**src/design/text_console_writer_assert.svh**
```systemverilog
// ----------------------------------------------------------------------------
// text_console_writer_assert.svh
// Assertion macros used by the console writer top level.
// ----------------------------------------------------------------------------
`ifndef TEXT_CONSOLE_WRITER_ASSERT_SVH
`define TEXT_CONSOLE_WRITER_ASSERT_SVH

// Consequent must hold in the cycle after the antecedent.
`define TCW_ASSERT_NEXT(name, ante, cons) \
  name: assert property (@(posedge clk) disable iff (!rst_n) (ante) |=> (cons)) \
    else $error("text_console_writer: next-cycle check failed");

// Expression must never be true.
`define TCW_ASSERT_NEVER(name, expr) \
  name: assert property (@(posedge clk) disable iff (!rst_n) !(expr)) \
    else $error("text_console_writer: forbidden condition seen");

`endif

```
**src/design/tcw_pkg.sv**
```systemverilog
// ----------------------------------------------------------------------------
// tcw_pkg
// Payload types, operation codes and controller/datapath links.
// ----------------------------------------------------------------------------
package tcw_pkg;

  localparam logic [1:0] FUNC_WRITE = 2'd0;
  localparam logic [1:0] FUNC_READ  = 2'd1;
  localparam logic [1:0] FUNC_SET   = 2'd2;
  localparam logic [1:0] FUNC_CLEAR = 2'd3;

  localparam logic [7:0] CH_NL = 8'd10;
  localparam logic [7:0] CH_CR = 8'd13;
  localparam logic [7:0] CH_BS = 8'd8;
  localparam logic [7:0] CH_SP = 8'd32;

  localparam logic CFG_TEXT_COLOR   = 1'b0;
  localparam logic CFG_CURSOR_SHOWN = 1'b1;

  localparam logic [7:0] COLOR_RESET = 8'd15;

  typedef struct packed {
    logic [1:0] func;
    logic [7:0] char_code;
    logic [4:0] row;
    logic [6:0] col;
  } in_t;

  typedef struct packed {
    logic [7:0]  read_char;
    logic [4:0]  cursor_row;
    logic [6:0]  cursor_col;
    logic        position_write;
    logic [10:0] position_value;
    logic        scrolled;
  } out_t;

  typedef struct packed {
    logic load;
    logic fill;
    logic exec;
    logic out_load;
  } cmd_t;

  typedef struct packed {
    logic need_fill;
    logic fill_last;
    logic out_free;
  } status_t;

endpackage

```
**src/design/tcw_ctrl.sv**
```systemverilog
// ----------------------------------------------------------------------------
// tcw_ctrl
// Sequencer: accept, blank a fresh row when needed, execute, hand off result.
// ----------------------------------------------------------------------------
module tcw_ctrl (
  input  logic              clk,
  input  logic              rst_n,
  input  logic              in_valid,
  output logic              in_ready,
  input  tcw_pkg::status_t  status,
  output tcw_pkg::cmd_t     cmd
);

  typedef enum logic [3:0] {
    ST_IDLE = 4'b0001,
    ST_EXEC = 4'b0010,
    ST_FILL = 4'b0100,
    ST_DONE = 4'b1000
  } state_t;

  state_t state_r, state_nxt;

  always_comb begin
    state_nxt    = state_r;
    in_ready     = 1'b0;
    cmd          = '0;
    unique case (state_r)
      ST_IDLE: begin
        in_ready = 1'b1;
        if (in_valid) begin
          cmd.load  = 1'b1;
          state_nxt = ST_EXEC;
        end
      end
      ST_EXEC: begin
        // target row still stale: blank it before touching a cell
        if (status.need_fill) begin
          state_nxt = ST_FILL;
        end else begin
          cmd.exec  = 1'b1;
          state_nxt = ST_DONE;
        end
      end
      ST_FILL: begin
        cmd.fill = 1'b1;
        if (status.fill_last) begin
          state_nxt = ST_EXEC;
        end
      end
      ST_DONE: begin
        if (status.out_free) begin
          cmd.out_load = 1'b1;
          state_nxt    = ST_IDLE;
        end
      end
      default: begin
        state_nxt = ST_IDLE;
      end
    endcase
  end

  always_ff @(posedge clk) begin
    if (!rst_n) begin
      state_r <= ST_IDLE;
    end else begin
      state_r <= state_nxt;
    end
  end

endmodule

```
**config.mk**
```make
export PLATFORM = sky130hd
export DESIGN_NAME = tcw_ctrl
export DESIGN_NICKNAME = d
export VERILOG_FILES = /design/src/design/text_console_writer_assert.svh /design/src/design/tcw_pkg.sv /design/src/design/tcw_ctrl.sv
export SDC_FILE = /design/constraint.sdc
export NUM_CORES = 1
export LEC_CHECK = 0
export BUFFER_PORTS_ARGS = -buffer_cell sky130_fd_sc_hd__clkbuf_2
export CORE_AREA = 2 2 39 41
export DETAILED_ROUTE_END_ITERATION = 8
export DIE_AREA = 0 0 41 43
export HOLD_SLACK_MARGIN = 0.15
export PLACE_DENSITY = 0.37
export SETUP_SLACK_MARGIN = 0.3
export SLEW_MARGIN = 40
export SYNTH_ARGS = -nofsm -noshare
export SYNTH_HDL_FRONTEND = slang
export SYNTH_SLANG_ARGS = --single-unit
```
**constraint.sdc**
```tcl
create_clock -name clk -period 1.19 [get_ports clk]
set_input_delay 0.0595 -clock clk [delete_from_list [all_inputs] [get_ports clk]]
set_output_delay 0.0595 -clock clk [all_outputs]
set_load 0.1 [all_outputs]
```
# Word level (Yosys, flattened, before mapping)
# Cells that the tools add are included.
# totals
regBits	4
input_bits	6
out_inout_bits	5
wordCells	22
# op_classes
eq_ne	7
n_mux	13
n_reduce_logical	1
# ops
operator	count
2-to-1 mux 4 bit	4
one-hot mux 4 bit (4 select lines)	1
2-to-1 mux 1 bit	8
!= test 2 bit, second input constant	3
== test 4 x 1 -> 1 bit, second input constant	1
== test 4 x 2 -> 1 bit, second input constant	1
== test 4 x 3 -> 1 bit, second input constant	1
== test 4 bit, second input constant	1
AND reduction 3 bit	1

# Logic depth before layout (Yosys ltp)
# Gate-level depths: netlist of the first run.
# depth
ltp_word	3
mapped_depth	4
mapped_depth_nobuf	3

# Least setup slack after synthesis of the first run
# OpenSTA, ideal clock, no wires.
# synth_timing
kind	register to output
startpoint	register state_r[1]
endpoint	output port cmd[0] in the netlist's numbering
arrival_ns	3.707
t_required_ns	1.131
path_slack_ns	-2.576
path_stages_with_launch	4
path_buffers	1
cell_sequence	dfxtp_1 buf_6 nand2b_1 nor4b_1
# synth_lines
element	line	text
start: declaration	tcw_ctrl.sv:21	state_t state_r, state_nxt;
start signal: assignment	tcw_ctrl.sv:66	state_r <= state_nxt;
end: declaration	tcw_ctrl.sv:11	output tcw_pkg::cmd_t cmd

==> results_dict.tcl, run 1 <==
set metrics [dict create \
    status "finished, violations left" \
    violations "setup timing" \
    rows 14 \
    yosysTopAreaCell "dfxtp_1" \
    ys_top_cells_by_area "dfxtp_1 30%, nand2b_1 6.9%, nor4b_1 6.5%" \
    final_cells 70 \
    wirelength_um 865 \
    setup_slack_ps -226 \
    yosys_warnings 0 \
    crit_slowest_cell "or3b_4" \
    rsz0062_at_grt "true" \
    dp_slack_ps -4.57 \
    syn_area_um2 270 \
    via_per_inst 4.59 \
    ant_nets 0 \
    grt_max_degree 9 \
    numPortBuffers 10 \
    dr_total_vias 321 \
    power.leakage_nw 0.270 \
    nets 62 \
    largestRegisters "state_r: 4 flops" \
    p_sw_w 0.000255 \
    p_int_w 0.000420 \
    path_buf_inv 1 \
    synth_edf_count 0 \
    hold_path_class "primary input to flop" \
    grt_pass1_vias 313 \
    track_usage 0.112 \
    drc 0 \
    die-area_mm2 0.00176 \
    dp_cells 62 \
    finalClockSkew_ps 2.61 \
    drv_slew 0 \
    gp_congestion 0.789 \
    slowest_delay_ps 400 \
    required_ps 1130 \
    critical_path.max_fanout 4 \
    ys_seq_elements 4 \
    io_pins 11 \
    largest_reg_flops 4 \
    cellPowerDensity_mw_per_mm2 1060 \
    crit_path_end_kind "primary output" \
    wl_per_cell_um 12.4 \
    stdcell_area_um2 636 \
    gr-total-overflow 0 \
    start_kind "flop" \
    syn_inst 33 \
    ys.flop_type "dfxtp_1" \
    fmax_ghz 0.706 \
    placed_cell_area_um2 514 \
    seqPwrFrac 0.230 \
    async_flop_share 0 \
    seq_area_frac_synth 0.296 \
    start_util 0.195 \
    cts_buffer_depth 2 \
    die_h_um 43 \
    drt_iter0_drc 4 \
    hpwlAfterDp_um 596 \
    finalHoldViolCount 0 \
    power_frac_comb 0.506 \
    synth_top_area_frac 0.296 \
    synth_nets 39 \
    worstPathArrival_ps 1360 \
    crit_family "simple AND/OR/NAND/NOR gates" \
    grt_first_pass_wirelength_um 1310 \
    numClockSinks 4 \
    crit_path_cell_trace "or3b_4 > nor3_4 > buf_12" \
    crit_type "flop to primary output" \
    fin_tns_setup_ps -903 \
    antenna_found_initial 0 \
    largest-register "state_r" \
    swShare 0.377 \
    chipWidth_um 41 \
    cts_root_buffer "clkbuf_4" \
    setup_viol 6 \
    cts_tree "built" \
    max_slew_margin 0.838 \
    cts_buffers 3 \
    synth.avg_cell_area_um2 8.19 \
    period_share 1.19 \
    tightest_slew_ps 239 \
    path_clk_slew_ps 40 \
    layout-drive-gt1-share 0.722 \
    vdd_drop_max_mv 0.410 \
    core_mm2 0.00138 \
    drv_cap 0 \
    utilization 0.459 \
    insertion_delay_ps 240 \
    ys_types 20 \
    firstDrtPassIters 2 \
    synth_common_cells "4 x dfxtp_1, 4 x nor2_1, 3 x nand2b_1, 3 x nor3_1" \
    area_delta_synth_final_pct 135 \
    cts_max_level 1 \
    p_clk_frac 0.263 \
    period_minus_slack_ps 1420 \
    antenna_cells 0 \
]
==> power groups by stage <==
stage / sequential [W] / clock (W) / combinational, W
global placement: 0.000154 / 0 / 0.000303
global route: 0.000157 / 0.000186 / 0.000358
floorplan: 0.000150 / 0 / 0.000202
finish: 0.000155 / 0.000178 / 0.000341
detailed placement: 0.000155 / 0 / 0.000304
CTS: 0.000155 / 0.000176 / 0.000318
==> per-stage QoR <==
step                hold WS, ps  total power [W]
floorplan                   150         0.000352
global placement            285         0.000457
detailed placement          293         0.000459
CTS                         158         0.000649
global route                173         0.000700
finish                      165         0.000674
==> worst register-to-register path, cell delays in order (launching register included) <==
cell and delay (ps):
dfxtp_4 350, buf_12 140, buf_4 130, and3b_1 220
a21oi_2 40, nor4b_2 250
==> layout make-up <==
class,count,area [um^2]
sequential,4,86.3
tap,16,20.0
multi-input combinational,25,241
fill,135,748
timing repair buffer,22,265
clock buffer,3,22.5
==> metal layers <==
layer  wire [um]  part of all wire  track usage
met5           0                 0            0
met4          46             0.053        0.100
met3          33             0.038       0.0262
met2         448              0.52        0.163
met1         336              0.39        0.129
==> what timing repair did <==
item / in CTS / in global routing
buffers inserted: 0 / 4
gates resized for setup: 9 / 8
setup endpoints to repair: 9 / 9
hold buffers: 1 / 0
hold endpoints to repair: 4 / 0
pin swaps: 1 / 5
==> layout by cell type, fill, tap and decap left out <==
cell,instances
nor2_2,1
nor4b_2,1
clkbuf_4,3
nand2b_1,2
nor4_2,1
dfxtp_4,1
nor3_1,1
buf_8,1
and3b_1,1
o22ai_1,1
o311ai_1,1
dlygate4sd3_1,1
a21oi_2,1
dfxtp_2,2
buf_12,7
and3_1,2
clkbuf_2,5
buf_6,4
nand2_2,1
buf_4,4
nor3_4,2
o21ai_0,1
or3b_4,1
nand2b_4,1
xnor2_1,1
dfxtp_1,1
and2_4,1
nor2_1,3
nor4b_4,2
==> worst paths after layout <==
check	from	to	slack [ps]	cells after the start
worst min register to register	state_r[3]	state_r[2]	600	2
worst min-delay path	in_valid	state_r[0]	170	3
worst max-delay path	state_r[1]	cmd[1]	-230	3
worst max register to register	state_r[2]	state_r[2]	-40	5
==> logic make-up after synthesis <==
group,synth area share
AOI/OAI and AO/OA,0.0926
xor gates and xnor gates,0.0324
buffers and inverters,0.106
DFF,0.296
and+or+nand+nor,0.472
No activity file was read; power rests on OpenSTA's default activity.
==> run 2, diff against run 1 <==
--- a/config.mk
+++ b/config.mk
@@ -10,7 +10,7 @@
 export DETAILED_ROUTE_END_ITERATION = 8
 export DIE_AREA = 0 0 41 43
 export HOLD_SLACK_MARGIN = 0.15
-export PLACE_DENSITY = 0.37
+export PLACE_DENSITY = 0.39
 export SETUP_SLACK_MARGIN = 0.3
 export SLEW_MARGIN = 40
 export SYNTH_ARGS = -nofsm -noshare
==> constraint.sdc (replaced) <==
create_clock -name clk -period 1.3 [get_ports clk]
set_input_delay 0.065 -clock clk [delete_from_list [all_inputs] [get_ports clk]]
set_output_delay 0.065 -clock clk [all_outputs]
set_load 0.1 [all_outputs]
==> run 2 against run 1 <==
  * The flow still finishes with violations (setup timing)
  * Power down 12%
  * Global-route usage grew 1.4 points
  * Clock power shrank 9%
  * Largest cell class is now multi-input combinational cells
  * Final area fell by 14%
  * Critical path depth up 1
  * Cell count decreased by 5.7%
==> results_dict.tcl, run 2 (same netlist as run 1, synthesis figures left out) <==
set metrics [dict create \
    cts_max_level 1 \
    fill_cells 146 \
    p_sw_w 0.000226 \
    start_util 0.195 \
    dr_total_vias 317 \
    tightest_slew_ps 345 \
    critical_path.max_fanout 6 \
    crit_type "flop to primary output" \
    crit_path_cell_trace "buf_6 > nor4b_4 > and2_4 > buf_12" \
    setup_viol 5 \
    cts_tree "built" \
    core_mm2 0.00138 \
    firstDrtPassIters 4 \
    wl_per_cell_um 12.1 \
    drc 0 \
    path_buf_inv 2 \
    drv_slew 0 \
    rows 14 \
    layout-drive-gt1-share 0.620 \
    crit_slowest_cell "dfxtp_2" \
    grt_first_pass_wirelength_um 1390 \
    antenna_found_initial 0 \
    path_clk_slew_ps 40 \
    period_minus_slack_ps 1390 \
    numPortBuffers 10 \
    antenna_cells 0 \
    p_clk_frac 0.274 \
    fin_tns_setup_ps -282 \
    cellPowerDensity_mw_per_mm2 1090 \
    largest_reg_flops 4 \
    vdd_drop_max_mv 0.389 \
    finalHoldViolCount 0 \
    status "finished, violations left" \
    die_h_um 43 \
    nets 58 \
    period_share 1.07 \
    min_path_cells 3 \
    largestRegisters "state_r: 4 flops" \
    gp_congestion 0.813 \
    final_cell_mix "5 x clkbuf_2, 5 x buf_12, 4 x nor2_1, 4 x buf_4, 4 x dfxtp_2" \
    die-area_mm2 0.00176 \
    drt_iter0_drc 4 \
    max_slew_margin 0.768 \
    r2r_slack_ps 180 \
    finalClockSkew_ps 7.28 \
    numClockSinks 4 \
    cts_buffers 3 \
    power_frac_comb 0.483 \
    start_kind "flop" \
    io_pins 11 \
    via_per_inst 4.80 \
    worstPathArrival_ps 1330 \
    grt_max_degree 9 \
    final_cells 66 \
    ant_nets 0 \
    violations "setup timing" \
    hold_path_class "primary input to flop" \
    track_usage 0.127 \
    largest-register "state_r" \
    insertion_delay_ps 250 \
    swShare 0.380 \
    drv_cap 0 \
    gr-total-overflow 0 \
    area_delta_synth_final_pct 102 \
    grt_pass1_vias 323 \
    whs_ps 156 \
    power.leakage_nw 0.237 \
    seqPwrFrac 0.243 \
    crit_path_end_kind "primary output" \
    fmax_ghz 0.718 \
    hpwlAfterDp_um 621 \
    slowest_delay_ps 320 \
    setup_slack_ps -93.4 \
    rsz0062_at_grt "true" \
    final-seq-area_um2 85.1 \
    cp_num_cells 4 \
    wirelength_um 801 \
    reg2reg_depth 5 \
    cts_root_buffer "clkbuf_4" \
    chipWidth_um 41 \
    required_ps 1240 \
    p_int_w 0.000368 \
    dp_cells 60 \
    cts_buffer_depth 2 \
    crit_family "simple AND/OR/NAND/NOR gates" \
    multi_input_area_um2 220 \
]
[run 2: path summary, 6_finish.rpt]
check / start / endpoint
worst max-delay path: state_r[1] / cmd[3]
worst min-delay path: in_valid / state_r[0]
worst max register to register: state_r[1] / state_r[0]
worst min register to register: state_r[3] / state_r[2]
[run 2: timing repair]
item,CTS,global route
gates resized for setup,8,1
setup buffers,0,2
endpoints found under the hold margin,4,0
pin swaps,5,3
hold buffers,1,0
setup endpoints to repair,9,9
[run 2: final cells by class]
| cell class | instances | share of cell area |
|---|---|---|
| Tap cell | 16 | 0.0366 |
| Multi-Input combinational cell | 25 | 0.403 |
| Timing Repair Buffer | 18 | 0.364 |
| Sequential cell | 4 | 0.156 |
| Clock buffer | 3 | 0.0412 |
[run 2: worst reg2reg max path: stages (launching register included)]
cell	delay, ps
dfxtp_2	320
buf_6	130
nor4b_4	290
buf_4	170
nand2b_1	60
o311ai_1	70
[run 2: power by group through the flow]
stage          Clock, W  Combinational, W  Sequential [W]
6_report       0.000162          0.000287        0.000144
5_1_grt        0.000185          0.000300        0.000146
4_1_cts        0.000170          0.000277        0.000144
3_5_place_dp          0          0.000265        0.000143
3_3_place_gp          0          0.000266        0.000142
2_1_floorplan         0          0.000185        0.000137
[run 2: per-stage QoR]
step | power (W) | cell area (um^2) | util | setup WS (ps)
global placement | 0.000408 | 474 | 0.343 | 104
floorplan | 0.000322 | 329 | - | -831
CTS | 0.000591 | 528 | 0.382 | -140
finish | 0.000593 | 547 | 0.395 | -93.4
global route | 0.000630 | 547 | 0.395 | -152
detailed placement | 0.000408 | 474 | 0.343 | 108
[run 2: layer usage]
layer,global-route usage,share of wire,vias up
met5,0,0,-
met4,0.127,0.049,0
met3,0.0471,0.054,5
met2,0.169,0.52,11
met1,0.141,0.37,146
li1,-,-,155
==> run 3, diff against run 2 <==
==> constraint.sdc (replaced) <==
create_clock -name clk -period 1.3 [get_ports clk]
set_input_delay 0.13 -clock clk [delete_from_list [all_inputs] [get_ports clk]]
set_output_delay 0.13 -clock clk [all_outputs]
set_load 0.1 [all_outputs]
==> run 3 against run 2 <==
  * The run still ends with setup timing left
  * Wire length up 15%
  * Via count grew 3.2%
  * First-iteration DRC count is 25% lower
  * Maximum frequency is 6.2% lower
  * Sequential cell count unchanged
  * Hold slack better by 56 ps
  * Sequential share of layout area fell by 1.1 points
  * Global-route usage is 0.73 points higher
  * Die area unchanged
  * Clock-buffer cell count unchanged
  * Final area rose by 14%
  * Critical endpoint is now cmd[1]
  * Highest routed layer unchanged
==> results_dict.tcl, run 3 (same netlist as run 1, synthesis figures left out) <==
set metrics [dict create \
    status "finished, violations left" \
    violations "setup timing" \
    largest_reg_flops 4 \
    antenna_cells 0 \
    start_util 0.195 \
    fin_tns_setup_ps -707 \
    die-area_mm2 0.00176 \
    firstDrtPassIters 2 \
    power.leakage_nw 0.264 \
    hold_path_class "primary input to flop" \
    dp_slack_ps 29.0 \
    chipWidth_um 41 \
    drv_cap 0 \
    r2r-start "state_r[2]" \
    period_minus_slack_ps 1490 \
    cts_max_level 1 \
    via_per_inst 4.74 \
    reg2reg_to "state_r[0]" \
    finalHoldViolCount 0 \
    worstPathArrival_ps 1360 \
    start_kind "flop" \
    hp-start "in_valid" \
    rsz0062_at_grt "true" \
    layout-drive-gt1-share 0.717 \
    track_usage 0.134 \
    critical_path.max_fanout 5 \
    drt_iter0_drc 3 \
    io_pins 11 \
    r2r_slack_ps 70 \
    wirelength_um 925 \
    min_path_cells 3 \
    period_share 1.14 \
    antenna_found_initial 0 \
    crit_path_end_kind "primary output" \
    placed_cell_area_um2 502 \
    largest-register "state_r" \
    core_mm2 0.00138 \
    grt_pass1_vias 349 \
    cts_tree "built" \
    largestRegisters "state_r: 4 flops" \
    hold_path_end "state_r[0]" \
    rows 14 \
    max_slew_margin 0.800 \
    numPortBuffers 10 \
    gp_congestion 0.801 \
    path_clk_slew_ps 40 \
    setup_viol 5 \
    required_ps 1170 \
    ant_nets 0 \
    tightest_slew_ps 297 \
    finalClockSkew_ps 6.01 \
    drc 0 \
    dr_total_vias 327 \
    cts_buffers 3 \
    final_cell_mix "6 x buf_12, 6 x buf_6, 5 x clkbuf_2" \
    numClockSinks 4 \
    grt_max_degree 9 \
    fmax_ghz 0.673 \
    grt_first_pass_wirelength_um 1480 \
    vdd_drop_max_mv 0.508 \
    area_delta_synth_final_pct 130 \
    gr-total-overflow 0 \
    drv_slew 0 \
    nets 61 \
    die_h_um 43 \
    cellPowerDensity_mw_per_mm2 961 \
    reg2reg_depth 4 \
    stdcell_area_um2 622 \
    insertion_delay_ps 240 \
    whs_ps 211 \
    wl_per_cell_um 13.4 \
    setup_slack_ps -186 \
    crit_type "flop to primary output" \
    cts_root_buffer "clkbuf_4" \
    cts_buffer_depth 2 \
]
[run 3: final cells by class]
cell class | instances | area, um^2
clock buffer | 3 | 22.5
fill | 136 | 762
multi-input combinational | 25 | 244
sequential | 4 | 90.1
tap | 16 | 20.0
timing repair buffer | 21 | 245
[run 3: critical path: stages, from the launching register on]
cell     delay (ps)
dfxtp_2         360
or3b_4          400
nor3_4          160
buf_12          200
[run 3: how the worst max path moves through the flow]
stage	startpoint	endpoint	slack, ps	depth (start not counted)
after global placement	state_r[1]	cmd[1]	40	3
after detailed placement	state_r[1]	cmd[1]	30	3
final	state_r[1]	cmd[1]	-190	3
after floorplan	state_r[1]	cmd[3]	-900	3
after global routing	state_r[1]	cmd[1]	-230	3
after CTS	state_r[1]	cmd[1]	-240	3
[run 3: power by group]
part	leakage, nW	internal (W)	total [W]	switching (W)
clock	0.0138	0.000104	0.000159	0.0000553
combinational	0.216	0.000136	0.000298	0.000162
sequential	0.0344	0.000131	0.000141	0.0000101
[run 3: repair_timing]
item / in CTS / in global routing
gates resized for setup: 9 / 10
cloned: 0 / 0
buffers inserted: 1 / 2
pin swaps: 7 / 6
hold buffers: 1 / 0
endpoints found under the setup margin: 9 / 9
hold endpoints to repair: 1 / 0
[run 3: stage by stage]
| step | total power (W) | util | instances |
|---|---|---|---|
| final | 0.000598 | 0.449 | 69 |
| after global routing | 0.000634 | 0.449 | 69 |
| after CTS | 0.000586 | 0.410 | 67 |
| after detailed placement | 0.000412 | 0.363 | 62 |
| after global placement | 0.000412 | 0.363 | 62 |
| after floorplan | 0.000322 | - | 33 |
[run 3: per-layer routing]
metal | global-route usage | share of wire
met4 | 0.0667 | 0.035
met1 | 0.136 | 0.36
met3 | 0.0942 | 0.057
met5 | 0 | 0
met2 | 0.197 | 0.55
